--- config.mk ---
export PLATFORM = sky130hd
export DESIGN_NAME = touch_report_coordinate_decoder
export DESIGN_NICKNAME = d
export VERILOG_FILES = /design/src/sv/trcd_pkg.sv /design/src/sv/trcd_fifo.sv /design/src/sv/trcd_front.sv /design/src/sv/trcd_back.sv /design/src/sv/touch_report_coordinate_decoder.sv
export SDC_FILE = /design/constraint.sdc
export NUM_CORES = 1
export LEC_CHECK = 0
export BUFFER_PORTS_ARGS = -buffer_cell sky130_fd_sc_hd__buf_2
export CORE_MARGIN = 2
export CORE_UTILIZATION = 60
export CTS_BUF_LIST = sky130_fd_sc_hd__clkbuf_4
export CTS_CLUSTER_SIZE = 40
export DETAILED_ROUTE_END_ITERATION = 12
export GPL_ROUTABILITY_DRIVEN = 0
export PLACE_DENSITY_LB_ADDON = 0.25
export SLEW_MARGIN = 20
export SYNTH_ARGS = -nofsm -noshare
export SYNTH_HDL_FRONTEND = slang
export SYNTH_SLANG_ARGS = --single-unit
export TNS_END_PERCENT = 5
--- constraint.sdc ---
create_clock -name clk -period 9.15 [get_ports clk]
set_input_delay 0.4575 -clock clk [delete_from_list [all_inputs] [get_ports clk]]
set_output_delay 0.4575 -clock clk [all_outputs]
set_load 0.05 [all_outputs]
--- src/sv/trcd_pkg.sv ---
`default_nettype none

package trcd_pkg;

    localparam int REPORT_LENGTH_DEFAULT = 10;
    localparam int QUEUE_DEPTH_DEFAULT   = 2;

    localparam int RES_W   = 13;
    localparam int COORD_W = 12;
    localparam int PROD_W  = COORD_W + RES_W;
    localparam int CIDX_W  = 2;

    localparam logic [7:0]       MAGIC_VALUE    = 8'hAB;
    localparam logic [7:0]       POINT_MASK     = 8'h7F;
    localparam logic [7:0]       STATUS_MASK    = 8'h0F;
    localparam logic [7:0]       STATUS_TOUCH   = 8'h06;
    localparam logic [RES_W-1:0] RAW_FULL_SCALE = 13'd4096;
    localparam logic [RES_W-1:0] RES_RESET      = 13'd480;

    localparam logic CMD_BYTE     = 1'b0;
    localparam logic CMD_BUS_FAIL = 1'b1;

    localparam logic [CIDX_W-1:0] REG_ROTATION = 2'd0;
    localparam logic [CIDX_W-1:0] REG_H_RES    = 2'd1;
    localparam logic [CIDX_W-1:0] REG_V_RES    = 2'd2;

    typedef enum logic [1:0] {
        ROT_0,
        ROT_90,
        ROT_180,
        ROT_270
    } rotation_t;

    typedef enum logic [2:0] {
        OUT_OK,
        OUT_BAD_MAGIC,
        OUT_NO_POINTS,
        OUT_BAD_STATUS,
        OUT_BUS_ERROR
    } outcome_t;

    typedef struct packed {
        logic       command;
        logic [7:0] data_byte;
    } in_word_t;

    typedef struct packed {
        logic [COORD_W-1:0] x_coord;
        logic [COORD_W-1:0] y_coord;
        outcome_t           outcome;
        logic               finger_present;
    } out_word_t;

    typedef struct packed {
        outcome_t           outcome;
        logic [COORD_W-1:0] raw_x;
        logic [COORD_W-1:0] raw_y;
    } job_t;

    typedef struct packed {
        rotation_t        rotation;
        logic [RES_W-1:0] h_res;
        logic [RES_W-1:0] v_res;
    } cfg_t;

    function automatic logic [RES_W-1:0] sat_res(input logic [RES_W-1:0] r);
        logic [RES_W-1:0] s;
        s = r;
        if (r == '0)
        begin
            s = RES_W'(1);
        end
        else if (r > RAW_FULL_SCALE)
        begin
            s = RAW_FULL_SCALE;
        end
        return s;
    endfunction

endpackage

`default_nettype wire

--- src/sv/trcd_fifo.sv ---
`default_nettype none

module trcd_fifo #(
    parameter type word_t = logic,
    parameter int  DEPTH  = 2
) (
    input  wire logic  clk,
    input  wire logic  rst_n,
    input  wire logic  push,
    input  wire word_t word_in,
    output logic       full,
    input  wire logic  pop,
    output word_t      word_out,
    output logic       empty
);

    localparam int PTR_W = $clog2(DEPTH);
    localparam int CNT_W = $clog2(DEPTH + 1);

    word_t            mem_reg [DEPTH];
    logic [PTR_W-1:0] wr_ptr_reg, wr_ptr_next;
    logic [PTR_W-1:0] rd_ptr_reg, rd_ptr_next;
    logic [CNT_W-1:0] count_reg, count_next;
    logic             do_push, do_pop;

    assign full     = (count_reg == CNT_W'(DEPTH));
    assign empty    = (count_reg == '0);
    assign do_push  = push && !full;
    assign do_pop   = pop && !empty;
    assign word_out = mem_reg[rd_ptr_reg];

    always_comb
    begin
        wr_ptr_next = wr_ptr_reg;
        rd_ptr_next = rd_ptr_reg;
        count_next  = count_reg;
        if (do_push)
        begin
            wr_ptr_next = (wr_ptr_reg == PTR_W'(DEPTH - 1)) ? '0 : wr_ptr_reg + PTR_W'(1);
        end
        if (do_pop)
        begin
            rd_ptr_next = (rd_ptr_reg == PTR_W'(DEPTH - 1)) ? '0 : rd_ptr_reg + PTR_W'(1);
        end
        if (do_push && !do_pop)
        begin
            count_next = count_reg + CNT_W'(1);
        end
        else if (do_pop && !do_push)
        begin
            count_next = count_reg - CNT_W'(1);
        end
    end

    always_ff @(posedge clk or negedge rst_n)
    begin
        if (!rst_n)
        begin
            wr_ptr_reg <= '0;
            rd_ptr_reg <= '0;
            count_reg  <= '0;
        end
        else
        begin
            wr_ptr_reg <= wr_ptr_next;
            rd_ptr_reg <= rd_ptr_next;
            count_reg  <= count_next;
        end
    end

    always_ff @(posedge clk)
    begin
        if (do_push)
        begin
            mem_reg[wr_ptr_reg] <= word_in;
        end
    end

endmodule

`default_nettype wire

--- src/sv/trcd_front.sv ---
`default_nettype none

module trcd_front #(
    parameter int REPORT_LENGTH = trcd_pkg::REPORT_LENGTH_DEFAULT
) (
    input  wire logic               clk,
    input  wire logic               rst_n,
    input  wire logic               push,
    input  wire trcd_pkg::in_word_t data,
    output logic                    full,
    output logic                    q_push,
    output trcd_pkg::job_t          q_word,
    input  wire logic               q_full
);

    import trcd_pkg::*;

    localparam int POS_W  = $clog2(REPORT_LENGTH);
    localparam int KEEP_N = 7;

    logic [POS_W-1:0] pos_reg, pos_next;
    logic [7:0]       byte_reg  [KEEP_N];
    logic [7:0]       byte_next [KEEP_N];
    logic [7:0]       view      [KEEP_N];
    logic             accept;
    logic             last;
    logic             is_byte;

    assign full    = q_full;
    assign accept  = push && !q_full;
    assign is_byte = (data.command == CMD_BYTE);
    assign last    = (pos_reg == POS_W'(REPORT_LENGTH - 1));
    assign q_push  = accept && (!is_byte || last);

    // merge the arriving byte so the final byte is seen in the same cycle
    always_comb
    begin
        for (int k = 0; k < KEEP_N; k++)
        begin
            view[k]      = (pos_reg == POS_W'(k)) ? data.data_byte : byte_reg[k];
            byte_next[k] = (accept && is_byte && pos_reg == POS_W'(k))
                           ? data.data_byte : byte_reg[k];
        end
    end

    always_comb
    begin
        q_word.raw_x = {view[1], view[3][7:4]};
        q_word.raw_y = {view[2], view[3][3:0]};
        if (!is_byte)
        begin
            q_word.outcome = OUT_BUS_ERROR;
        end
        else if (view[6] != MAGIC_VALUE)
        begin
            q_word.outcome = OUT_BAD_MAGIC;
        end
        else if ((view[5] & POINT_MASK) == '0)
        begin
            q_word.outcome = OUT_NO_POINTS;
        end
        else if ((view[0] & STATUS_MASK) != STATUS_TOUCH)
        begin
            q_word.outcome = OUT_BAD_STATUS;
        end
        else
        begin
            q_word.outcome = OUT_OK;
        end
    end

    always_comb
    begin
        pos_next = pos_reg;
        if (accept)
        begin
            if (!is_byte || last)
            begin
                pos_next = '0;
            end
            else
            begin
                pos_next = pos_reg + POS_W'(1);
            end
        end
    end

    always_ff @(posedge clk or negedge rst_n)
    begin
        if (!rst_n)
        begin
            pos_reg <= '0;
        end
        else
        begin
            pos_reg <= pos_next;
        end
    end

    always_ff @(posedge clk)
    begin
        for (int k = 0; k < KEEP_N; k++)
        begin
            byte_reg[k] <= byte_next[k];
        end
    end

endmodule

`default_nettype wire

--- src/sv/trcd_back.sv ---
`default_nettype none

module trcd_back (
    input  wire logic           clk,
    input  wire logic           rst_n,
    input  wire trcd_pkg::cfg_t cfg,
    input  wire logic           q_empty,
    input  wire trcd_pkg::job_t q_word,
    output logic                q_pop,
    output logic                out_push,
    output trcd_pkg::out_word_t out_word,
    input  wire logic           out_full
);

    import trcd_pkg::*;

    logic               a_valid_reg, a_valid_next;
    outcome_t           a_outcome_reg;
    logic [COORD_W-1:0] a_x_reg, a_y_reg;
    logic [PROD_W-1:0]  a_px_reg, a_py_reg;
    logic               a_xge_reg, a_yge_reg;

    logic               b_valid_reg, b_valid_next;
    outcome_t           b_outcome_reg;
    logic [COORD_W-1:0] b_xs_reg, b_ys_reg, b_ym_reg, b_xr_reg;

    logic               finger_reg, finger_next;

    logic               b_free, a_adv, a_free;
    logic [COORD_W-1:0] hm1, vm1, xs, ys, tx, ty, cx, cy;

    assign hm1 = COORD_W'(cfg.h_res - RES_W'(1));
    assign vm1 = COORD_W'(cfg.v_res - RES_W'(1));

    assign out_push = b_valid_reg && !out_full;
    assign b_free   = !b_valid_reg || out_push;
    assign a_adv    = a_valid_reg && b_free;
    assign a_free   = !a_valid_reg || a_adv;
    assign q_pop    = !q_empty && a_free;

    assign a_valid_next = q_pop || (a_valid_reg && !a_adv);
    assign b_valid_next = a_adv || (b_valid_reg && !out_push);

    // scale down raw values at or above the resolution
    assign xs = a_xge_reg ? a_px_reg[PROD_W-2:COORD_W] : a_x_reg;
    assign ys = a_yge_reg ? a_py_reg[PROD_W-2:COORD_W] : a_y_reg;

    always_comb
    begin
        case (cfg.rotation)
            ROT_90:
            begin
                tx = b_ys_reg;
                ty = b_xs_reg;
            end
            ROT_180:
            begin
                tx = b_xr_reg;
                ty = b_ys_reg;
            end
            ROT_270:
            begin
                tx = b_ym_reg;
                ty = b_xr_reg;
            end
            default:
            begin
                tx = b_xs_reg;
                ty = b_ym_reg;
            end
        endcase
        cx = ({1'b0, tx} >= cfg.h_res) ? hm1 : tx;
        cy = ({1'b0, ty} >= cfg.v_res) ? vm1 : ty;
    end

    always_comb
    begin
        case (b_outcome_reg)
            OUT_OK:        finger_next = 1'b1;
            OUT_NO_POINTS: finger_next = 1'b0;
            OUT_BUS_ERROR: finger_next = 1'b0;
            default:       finger_next = finger_reg;
        endcase
        out_word.outcome        = b_outcome_reg;
        out_word.finger_present = finger_next;
        out_word.x_coord        = (b_outcome_reg == OUT_OK) ? cx : '0;
        out_word.y_coord        = (b_outcome_reg == OUT_OK) ? cy : '0;
    end

    always_ff @(posedge clk or negedge rst_n)
    begin
        if (!rst_n)
        begin
            a_valid_reg <= 1'b0;
            b_valid_reg <= 1'b0;
            finger_reg  <= 1'b0;
        end
        else
        begin
            a_valid_reg <= a_valid_next;
            b_valid_reg <= b_valid_next;
            if (out_push)
            begin
                finger_reg <= finger_next;
            end
        end
    end

    always_ff @(posedge clk)
    begin
        if (q_pop)
        begin
            a_outcome_reg <= q_word.outcome;
            a_x_reg       <= q_word.raw_x;
            a_y_reg       <= q_word.raw_y;
            a_px_reg      <= PROD_W'(q_word.raw_x) * PROD_W'(cfg.h_res);
            a_py_reg      <= PROD_W'(q_word.raw_y) * PROD_W'(cfg.v_res);
            a_xge_reg     <= ({1'b0, q_word.raw_x} >= cfg.h_res);
            a_yge_reg     <= ({1'b0, q_word.raw_y} >= cfg.v_res);
        end
        if (a_adv)
        begin
            b_outcome_reg <= a_outcome_reg;
            b_xs_reg      <= xs;
            b_ys_reg      <= ys;
            b_ym_reg      <= vm1 - ys;
            b_xr_reg      <= hm1 - xs;
        end
    end

endmodule

`default_nettype wire

--- src/sv/touch_report_coordinate_decoder.sv ---
`default_nettype none

// channel   handshake               payload
// input     push / full             data   (command, data_byte)
// result    empty / pop             result (x_coord, y_coord, outcome, finger_present)
// config    cfg_valid / cfg_ready   cfg_index, cfg_data
//
// One byte word is taken per cycle while the decode queue has room.
// A result for the word ending a report or a bus failure passes in order through the decode
// queue, the multiply stage, the scale/mirror stage and the result queue.
// Results leave at one per cycle while pop keeps up; a full result queue stalls the back part
// and a full decode queue stalls the input, so either side may stall alone.
// Reset clears the byte position, the finger flag and the queues; config resets to
// rotation 0 and 480 x 480.

module touch_report_coordinate_decoder #(
    parameter int REPORT_LENGTH = trcd_pkg::REPORT_LENGTH_DEFAULT,
    parameter int QUEUE_DEPTH   = trcd_pkg::QUEUE_DEPTH_DEFAULT
) (
    input  wire logic                                clk,
    input  wire logic                                rst_n,
    input  wire logic                                push,
    input  wire trcd_pkg::in_word_t                  data,
    output logic                                     full,
    output logic                                     empty,
    input  wire logic                                pop,
    output trcd_pkg::out_word_t                      result,
    input  wire logic                                cfg_valid,
    output logic                                     cfg_ready,
    input  wire logic [trcd_pkg::CIDX_W-1:0]         cfg_index,
    input  wire logic [trcd_pkg::RES_W-1:0]          cfg_data
);

    import trcd_pkg::*;

    rotation_t        rotation_reg, rotation_next;
    logic [RES_W-1:0] h_res_reg, h_res_next;
    logic [RES_W-1:0] v_res_reg, v_res_next;
    cfg_t             cfg_sat;

    logic      q_push, q_full, q_pop, q_empty;
    job_t      q_in, q_out;
    logic      out_push, out_full;
    out_word_t out_word;

    assign cfg_ready = 1'b1;

    always_comb
    begin
        rotation_next = rotation_reg;
        h_res_next    = h_res_reg;
        v_res_next    = v_res_reg;
        if (cfg_valid && cfg_ready)
        begin
            case (cfg_index)
                REG_ROTATION: rotation_next = rotation_t'(cfg_data[1:0]);
                REG_H_RES:    h_res_next    = cfg_data;
                REG_V_RES:    v_res_next    = cfg_data;
                default:      ;
            endcase
        end
    end

    always_ff @(posedge clk or negedge rst_n)
    begin
        if (!rst_n)
        begin
            rotation_reg <= ROT_0;
            h_res_reg    <= RES_RESET;
            v_res_reg    <= RES_RESET;
        end
        else
        begin
            rotation_reg <= rotation_next;
            h_res_reg    <= h_res_next;
            v_res_reg    <= v_res_next;
        end
    end

    assign cfg_sat.rotation = rotation_reg;
    assign cfg_sat.h_res    = sat_res(h_res_reg);
    assign cfg_sat.v_res    = sat_res(v_res_reg);

    trcd_front #(
        .REPORT_LENGTH(REPORT_LENGTH)
    ) u_front (
        .clk    (clk),
        .rst_n  (rst_n),
        .push   (push),
        .data   (data),
        .full   (full),
        .q_push (q_push),
        .q_word (q_in),
        .q_full (q_full)
    );

    trcd_fifo #(
        .word_t(job_t),
        .DEPTH (QUEUE_DEPTH)
    ) u_job_q (
        .clk      (clk),
        .rst_n    (rst_n),
        .push     (q_push),
        .word_in  (q_in),
        .full     (q_full),
        .pop      (q_pop),
        .word_out (q_out),
        .empty    (q_empty)
    );

    trcd_back u_back (
        .clk      (clk),
        .rst_n    (rst_n),
        .cfg      (cfg_sat),
        .q_empty  (q_empty),
        .q_word   (q_out),
        .q_pop    (q_pop),
        .out_push (out_push),
        .out_word (out_word),
        .out_full (out_full)
    );

    trcd_fifo #(
        .word_t(out_word_t),
        .DEPTH (QUEUE_DEPTH)
    ) u_out_q (
        .clk      (clk),
        .rst_n    (rst_n),
        .push     (out_push),
        .word_in  (out_word),
        .full     (out_full),
        .pop      (pop),
        .word_out (result),
        .empty    (empty)
    );

    a_clear_flag: assert property (@(posedge clk) disable iff (!rst_n)
        (!empty && (result.outcome == OUT_BUS_ERROR || result.outcome == OUT_NO_POINTS))
        |-> !result.finger_present)
        else $error("finger flag set on bus error or empty report");

    a_ok_flag: assert property (@(posedge clk) disable iff (!rst_n)
        (!empty && result.outcome == OUT_OK) |-> result.finger_present)
        else $error("finger flag clear on good touch");

    a_in_range: assert property (@(posedge clk) disable iff (!rst_n)
        (!empty && result.outcome == OUT_OK)
        |-> ({1'b0, result.x_coord} < cfg_sat.h_res && {1'b0, result.y_coord} < cfg_sat.v_res))
        else $error("coordinate outside display");

    a_zero_coord: assert property (@(posedge clk) disable iff (!rst_n)
        (!empty && result.outcome != OUT_OK)
        |-> (result.x_coord == '0 && result.y_coord == '0))
        else $error("coordinates not zero on failed report");

endmodule

`default_nettype wire
==> results of run 1 <==
per-stage QoR:
step                area (um^2)  worst slack, ns  hold WS, ns    util
floorplan                 24100            2.681       0.1619       -
global placement          24960            2.215       0.4885  0.6282
detailed placement        24960            2.084       0.5017  0.6282
CTS                       26310            2.018     0.006806  0.6623
global route              26330            1.664      0.05245  0.6627
finish                    26330            1.991      0.08738  0.6627
per-layer routing:
metal / global-route usage / vias to the layer above / routed length [um]
met5: 0 / - / 8
met4: 0.1043 / 2 / 1773
met3: 0.05564 / 126 / 5005
met2: 0.4427 / 748 / 25730
met1: 0.3878 / 8147 / 23410
li1: - / 7457 / -
layout make-up:
| class | count | area (um^2) |
|---|---|---|
| Timing Repair Buffer | 102 | 673.1 |
| Tap cell | 525 | 656.9 |
| Clock buffer | 100 | 750.7 |
| Sequential cell | 300 | 8805 |
| Fill cell | 2958 | 13400 |
| Clock inverter | 50 | 401.6 |
| Inverter | 390 | 1466 |
| Antenna cell | 3 | 7.507 |
| Multi-Input combinational cell | 1413 | 13570 |
logic make-up (layout without fill, tap and decap cells):
| kind of cell | Yosys count | after routing | share of synthesized area |
|---|---|---|---|
| compound gates | 186 | 186 | 0.05290 |
| xor+xnor | 68 | 68 | 0.02471 |
| fa+ha+maj | 430 | 430 | 0.2911 |
| buf+inv | 461 | 642 | 0.07289 |
| flops | 300 | 300 | 0.3653 |
| mux | 170 | 170 | 0.08830 |
| other cells | 1 | 4 | 0.0001556 |
| simple gates | 558 | 558 | 0.1047 |
repair_timing:
action                                 CTS  global route
hold buffers                            20             0
setup endpoints to repair                0             0
resized for setup                        0             0
endpoints found under the hold margin   75             0
cell usage in the layout, fill, tap and decap left out, types with 10 or more instances in the layout:
| master | n |
|---|---|
| nor3_1 | 24 |
| a21o_1 | 20 |
| nand2b_1 | 12 |
| o21a_1 | 10 |
| nor4_1 | 11 |
| dlygate4sd3_1 | 20 |
| inv_1 | 381 |
| dfrtp_1 | 34 |
| buf_2 | 57 |
| mux2_2 | 101 |
| o21bai_1 | 10 |
| clkinv_1 | 32 |
| fa_1 | 218 |
| a21oi_1 | 62 |
| nand3_1 | 24 |
| nand2_1 | 243 |
| mux4_2 | 24 |
| o21ai_0 | 36 |
| clkbuf_4 | 100 |
| buf_4 | 25 |
| ha_1 | 212 |
| clkinv_2 | 10 |
| xnor2_1 | 49 |
| nor2b_1 | 29 |
| nor2_1 | 139 |
| mux2i_1 | 45 |
| edfxtp_1 | 257 |
| and2_1 | 29 |
| xor2_1 | 19 |
how the worst max path moves through the flow:
stage / endpoint / slack (ns) / cells past startpoint / startpoint
global placement: u_back.a_py_reg[23] / 2.21 / 17 / v_res_reg[12]
floorplan: u_back.a_py_reg[23] / 2.68 / 23 / u_job_q.rd_ptr_reg
CTS: u_back.a_py_reg[23] / 2.02 / 21 / u_job_q.rd_ptr_reg
detailed placement: u_back.a_py_reg[23] / 2.08 / 20 / u_job_q.rd_ptr_reg
finish: u_back.a_py_reg[23] / 1.99 / 21 / u_job_q.rd_ptr_reg
global route: u_back.a_py_reg[23] / 1.66 / 20 / u_job_q.rd_ptr_reg
==> flow_summary.ini, run 1 <==
[synth]
ys_warn_count = 0
synthFlopType = edfxtp_1
seq_area_frac_synth = 0.3653
synth.area.top_cells = edfxtp_1, fa_1, ha_1
yosysUniqueCellTypes = 78
synth_cells = 2174
synth_common_cells = inv_1, edfxtp_1, nand2_1
synth_nets = 2633
synth.most_common_cell = inv_1
ys_ff_latch = 300
synth_top_cell_by_area = edfxtp_1
synth_edf_count = 257
synth_async_sr_flop_share = 0.1433
synth_top_area_frac = 0.3202
synthesis.area_um2 = 24100
avgSynthCellArea_um2 = 11.09

[floorplanning]
io_pins = 60
fp.dieH_um = 204.4
coreArea_um2 = 39730
rows = 73
initial_core_util = 0.6066
die_area_um2 = 41790
fp.dieW_um = 204.4

[global_routing]
antenna_found_initial = 5
grt_pass1_wl_mm = 89.98
grt_max_degree = 55
grt_usage = 0.2805
grt-ovfl-total = 0
grt_pass1_vias = 17040

[route]
firstDrtPassIters = 8
viasPerCell = 5.716
drtIter0Drc = 1267
drt-total-wl_mm = 55.93
routed-via-count = 16480
route.detailed.drc = 0
ant_nets = 0
wl_per_cell_um = 19.40

[worst_setup_path]
worst-path-buf-inv = 5
critPathKind = reg2reg
r2r_setup_slack_ns = 1.99
worst_ep_required_time_ns = 9.63
critPathArrivalTime_ns = 7.64
critPathMaxStageDelay_ns = 0.97
reg2reg_from = u_job_q.rd_ptr_reg
critPathLaunchType = flop
cp_max_fo = 17
slowest_stage = dfrtp_1
cpLargestDelayFamily = adder cells
crit_chain = mux2i_1, inv_1, ha_1, inv_1, fa_1, inv_1, fa_1, fa_1, fa_1, inv_1, fa_1, inv_1, ha_1, a21o_1, a21o_1, a21o_1, o31ai_4, o221ai_4, a31o_4, o41ai_4, xnor2_1
r2r_end = u_back.a_py_reg[23]
end_kind = flop
worst_r2r_path_depth = 21

[placement]
place_inst = 2710
io_buffers = 58
dp_hpwl_mm = 42.40

[hold_path]
hold_path_startpoint = data[1]
hp-class = in2reg
holdPathStages = 1
min_to = u_front.byte_reg[3][1]

[timing]
hold_viol = 0
slew_headroom = 0.2349
period_needed_ns = 7.159
rsz0062_at_grt = false
setup_tns_ns = 0
worst_pin_slew_ns = 1.145
slew_viol_final = 0
finalClockSkew_ns = 0.05916
fmax_mhz = 139.7
fin_crit_sh = 0.7824
finalSetupViolCount = 0

[clocking]
cts.reportedPaths.clkPinSlew_ns = 0.07
clk_path_buf_depth = 3
numCtsBuffers = 80
h-tree-depth = 3
tritoncts = done
cts_root_buf = clkbuf_4
post-cts-setup-buffers = 0
clock-sinks = 300
clkLatencyLatePin_ns = 0.76

[cells_and_area]
largest_reg_flops = 56
drive_above_1_share = 0.1580
areaGrowthSynthToFinish_pct = 9.241
nets = 2746
fin_cells = 2883

[job]
maxCapViolations = 0

[status]
outcome = complete, no violations
Power of run 1 is not shown: default switching activity piles up to over one toggle a cycle in this logic, so the estimate is an artifact.
==> run 2, diff against run 1 <==
--- a/config.mk
+++ b/config.mk
@@ -5,6 +5,7 @@
 export SDC_FILE = /design/constraint.sdc
 export NUM_CORES = 1
 export LEC_CHECK = 0
+export ABC_AREA = 1
 export BUFFER_PORTS_ARGS = -buffer_cell sky130_fd_sc_hd__buf_2
 export CORE_MARGIN = 2
 export CORE_UTILIZATION = 60
==> constraint.sdc (replaced) <==
create_clock -name clk -period 6.02 [get_ports clk]
set_input_delay 0.301 -clock clk [delete_from_list [all_inputs] [get_ports clk]]
set_output_delay 0.301 -clock clk [all_outputs]
set_load 0.05 [all_outputs]
==> flow_summary.ini, run 2 <==
[clocking]
h-tree-depth = 3
cts_root_buf = clkbuf_4
numCtsBuffers = 80
post-cts-setup-buffers = 0
clock-sinks = 300
clk_path_buf_depth = 3
cts.reportedPaths.clkPinSlew_ns = 0.06
clkLatencyLatePin_ns = 0.80
tritoncts = done

[floorplanning]
fp.dieW_um = 207.4
rows = 74
coreArea_um2 = 40830
io_pins = 60
initial_core_util = 0.6079
die_area_um2 = 43010
fp.dieH_um = 207.4

[route]
route.detailed.drc = 0
firstDrtPassIters = 6
viasPerCell = 5.653
ant_nets = 0
drt-total-wl_mm = 62.55
wl_per_cell_um = 17.83
routed-via-count = 19830
drtIter0Drc = 1982

[synth]
synth_adder_area_share = 0.2827
synth.most_common_cell = nand2_1
avgSynthCellArea_um2 = 9.022
synthesis.area_um2 = 24820
synth_common_cells = nand2_1, inv_1, edfxtp_1
synth_mux_area_frac = 0.001361
synth_async_sr_flop_share = 0.1433
seq_area_frac_synth = 0.3547
synth_top_area_frac = 0.3109
synth_top_family_by_area = adder cells
synthFlopType = edfxtp_1
synth_nets = 3210
synth_edf_count = 257
synth-simple-area-share = 0.1636
ys_warn_count = 0
synth_top_cell_by_area = edfxtp_1
synth_compound_area_frac = 0.07834
synth.area.top_cells = edfxtp_1, fa_1, ha_1
ys_ff_latch = 300
yosysUniqueCellTypes = 57
synth_cells = 2751
synth_xor_area_frac = 0.02329

[worst_setup_path]
worst_r2r_path_depth = 19
critPathKind = reg2reg
worst_ep_required_time_ns = 6.52
cpLargestDelayFamily = adder cells
end_kind = flop
crit_chain = nor2_1, nand2_2, nor2_4, a21oi_4, nor2_4, inv_1, nor2_1, fa_1, fa_1, fa_1, fa_1, fa_1, ha_1, nand2_1, nor4_1, nand2_1, nand2_1, a21oi_1, xor2_1
critPathLaunchType = flop
r2r_setup_slack_ns = 0.25
slowest_stage = fa_1
cp_max_fo = 14
critPathArrivalTime_ns = 6.27
crit_top_cell = fa_1
reg2reg_from = h_res_reg[1]
critPathMaxStageDelay_ns = 0.52
r2r_end = u_back.a_px_reg[22]
worst-path-buf-inv = 1

[status]
outcome = complete, no violations

[global_routing]
grt_pass1_wl_mm = 101.1
busiest_layer = met2
grt-ovfl-total = 0
grt_usage = 0.2979
grt_max_degree = 54
antenna_found_initial = 3
grt_pass1_vias = 19910
grt_use_met1 = 0.4064
grtUsageMet2 = 0.4677
globalRouteMet3Util = 0.06157

[timing]
finalClockSkew_ns = 0.06679
hold_viol = 0
slew_viol_final = 0
fmax_mhz = 173.4
finalSetupViolCount = 0
fin_crit_sh = 0.9581
setup_tns_ns = 0
slew_headroom = 0.3042
period_needed_ns = 5.768
rsz0062_at_grt = false
worst_pin_slew_ns = 1.042

[cells_and_area]
nets = 3370
largest_reg_flops = 56
drive_above_1_share = 0.1156
areaGrowthSynthToFinish_pct = 10.08
layout_commonest_cell = nand2_1
fillers = 3244
mostFrequentLayoutCells = nand2_1, inv_1, edfxtp_1

[placement]
io_buffers = 58
dp_hpwl_mm = 48.76

[job]
maxCapViolations = 0

[hold_path]
hp-class = in2async
[run 2: worst register-to-register path, delay by kind of cell, from the launching register on]
kind / cells / cell delay (ns)
AND/OR/NAND/NOR: 9 / 1.72
XOR/XNOR: 1 / 0.15
adder cells (fa/ha/maj): 6 / 2.72
AO/OA/AOI/OAI: 2 / 0.23
buffers and inverters: 1 / 0.27
flip-flops: 1 / 0.45
[run 2: final cells by class]
class,instances,area (um^2),area share
tap,532,665.6,0.02436
clock buffer,122,915.9,0.03352
timing repair buffer,142,991.0,0.03627
multi-input combinational,1828,13660,0.5000
clock inverter,24,170.2,0.006228
antenna,1,2.502,0.00009159
inverter,559,2111,0.07726
sequential,300,8803,0.3222
[run 2: metrics by stage]
step,instances,cell area [um^2],setup WS (ns),hold WS [ns],utilization
6_report,3508,27320,0.2523,0.04845,0.6691
4_1_cts,3507,27300,0.1096,0.009883,0.6685
3_3_place_gp,3334,25940,0.2189,0.4054,0.6353
5_1_grt,3508,27320,0.006787,0.05577,0.6691
2_1_floorplan,2751,24820,0.5023,0.005409,-
3_5_place_dp,3334,25940,0.1327,0.4110,0.6353
[run 2: per-layer routing]
layer | vias to the layer above | share of wire | wire, um
met3 | 178 | 0.10 | 6282
met5 | - | 0 | 0
met4 | 0 | 0.039 | 2422
met2 | 1004 | 0.46 | 28520
met1 | 9568 | 0.40 | 25320
li1 | 9081 | - | -
[run 2: how the worst max path moves through the flow]
stage                             from                   to  slack [ns]  depth (start not counted)
floorplan           u_job_q.rd_ptr_reg  u_back.a_py_reg[23]        0.50                         25
global placement          h_res_reg[1]  u_back.a_px_reg[21]        0.22                         25
detailed placement        h_res_reg[1]  u_back.a_px_reg[20]        0.13                         24
CTS                       h_res_reg[4]  u_back.a_px_reg[20]        0.11                         24
global route        u_job_q.rd_ptr_reg  u_back.a_py_reg[20]       0.007                         24
finish                    h_res_reg[1]  u_back.a_px_reg[22]        0.25                         19
[run 2: repair_timing]
item	in CTS	in global routing
endpoints found under the setup margin	0	9
endpoints found under the hold margin	115	0
gates resized for setup	0	9
hold buffers	27	0
[run 2: logic make-up after synthesis]
kind of cell,count (synthesis)
simple gates,975
buf+inv,623
xor+xnor,66
fa+ha+maj,430
compound gates,353
mux,3
other cells,1
flops,300
Power of run 2 is left out for the same reason.
==> run 3, diff against run 2 <==
--- a/config.mk
+++ b/config.mk
@@ -7,6 +7,7 @@
 export LEC_CHECK = 0
 export ABC_AREA = 1
 export BUFFER_PORTS_ARGS = -buffer_cell sky130_fd_sc_hd__buf_2
+export CORE_ASPECT_RATIO = 1.2
 export CORE_MARGIN = 2
 export CORE_UTILIZATION = 60
 export CTS_BUF_LIST = sky130_fd_sc_hd__clkbuf_4
==> flow_summary.ini, run 3 (synthesis results as in run 2) <==
[worst_setup_path]
reg2reg_from = h_res_reg[8]
critPathArrivalTime_ns = 6.25
critPathLaunchType = flop
critPathMaxStageDelay_ns = 0.54
slowest_stage = dfstp_2
r2r_setup_slack_ns = 0.36
crit_top_cell = inv_1
critPathKind = reg2reg
worst_ep_required_time_ns = 6.61
crit_chain = nor2_1, nand2_1, inv_1, a21oi_4, nor2_4, inv_1, nor2_1, fa_1, inv_1, fa_1, fa_1, inv_1, fa_1, inv_1, fa_1, inv_1, ha_1, nand2_1, o21a_1, o21ai_0, a31oi_1, nand3_1, nand2_1
cp_max_fo = 9
cp-startpoint = h_res_reg[8]
end_kind = flop

[timing]
period_needed_ns = 5.658
finalSetupViolCount = 0
finalClockSkew_ns = 0.04859
hold_viol = 0
fmax_mhz = 176.7
fin_crit_sh = 0.9399
hold_slack_ns = 0.03984
setup_tns_ns = 0
slew_headroom = 0.2678
slew_viol_final = 0
worst_pin_slew_ns = 1.097

[cells_and_area]
drive_above_1_share = 0.1111
areaGrowthSynthToFinish_pct = 9.901
largest_reg_flops = 56
layout_commonest_cell = nand2_1
mostFrequentLayoutCells = nand2_1, inv_1, edfxtp_1
final_area_um2 = 27280
nets = 3366

[floorplanning]
rows = 81
coreArea_um2 = 40740
fp.dieH_um = 226.8
fp.dieW_um = 189.7
io_pins = 60
die_area_um2 = 43020
initial_core_util = 0.6092

[route]
routed-via-count = 19610
drt-total-wl_mm = 62.45
routed-wl-met2_mm = 29.36
met1Wirelength_mm = 24.18
viasPerCell = 5.581
route.detailed.drc = 0
firstDrtPassIters = 6
ant_nets = 0
dr.max_layer_used = met5
wl_per_cell_um = 17.78
wl_met3_mm = 5.284
drtIter0Drc = 1704

[global_routing]
grt_max_degree = 52
grt_pass1_wl_mm = 99.88
grt_usage = 0.3012
antenna_found_initial = 3
grt_pass1_vias = 19750
grt-ovfl-total = 0

[placement]
dp_hpwl_mm = 48.57
io_buffers = 58
postPlaceCellArea_um2 = 25930

[clocking]
clkLatencyLatePin_ns = 0.83
post-cts-setup-buffers = 0
numCtsBuffers = 77
cts.reportedPaths.clkPinSlew_ns = 0.07
h-tree-depth = 3
tritoncts = done
clk_path_buf_depth = 3
cts_root_buf = clkbuf_4
clock-sinks = 300

[hold_path]
hp-class = in2async

[status]
outcome = complete, no violations

[job]
maxCapViolations = 0
-- run 3: layer usage --
metal	global-route usage	up-vias
met5	0	-
met4	0.1663	2
met3	0.05943	256
met2	0.4925	913
met1	0.3785	9355
li1	-	9080
-- run 3: worst paths after layout --
| check | to | cells after the start |
|---|---|---|
| worst min-delay path | u_out_q.rd_ptr_reg | 2 |
| min in group clk | u_front.byte_reg[3][7] | 2 |
| worst min register to register | u_back.b_outcome_reg[1] | 0 |
| worst max register to register | u_back.a_px_reg[20] | 23 |
| worst max-delay path | u_back.a_px_reg[20] | 23 |
| max in group asynchronous | h_res_reg[11] | 2 |
-- run 3: final cells by class --
class                      instances  area, um^2
clock inverter                    32       190.2
tap                              539       674.4
fill                            3262       13460
timing repair buffer             141       985.9
inverter                         559        2115
antenna                            5       12.51
multi-input combinational       1828       13680
clock buffer                     109       818.3
sequential                       300        8803
-- run 3: metrics by stage --
stage | std cells | utilization | worst slack [ns]
6_report | 3513 | 0.6695 | 0.3615
3_5_place_dp | 3339 | 0.6365 | 0.1635
3_3_place_gp | 3339 | 0.6365 | 0.2286
2_1_floorplan | 2751 | - | 0.5023
4_1_cts | 3508 | 0.6682 | 0.1756
5_1_grt | 3513 | 0.6695 | -0.009221
-- run 3: worst max-delay path: cells and delay by family (launching register included) --
kind            cells  cell delay, ns
buf+inv             6            0.57
fa+ha+maj           6            2.74
compound gates      4            0.94
simple gates        7            0.65
flops               1            0.54
-- run 3: timing repair --
| item | in CTS | in global routing |
|---|---|---|
| hold endpoints to repair | 116 | 0 |
| setup endpoints to repair | 0 | 15 |
| hold buffers | 28 | 0 |
| gates resized for setup | 0 | 15 |
Power of run 3 is left out for the same reason.
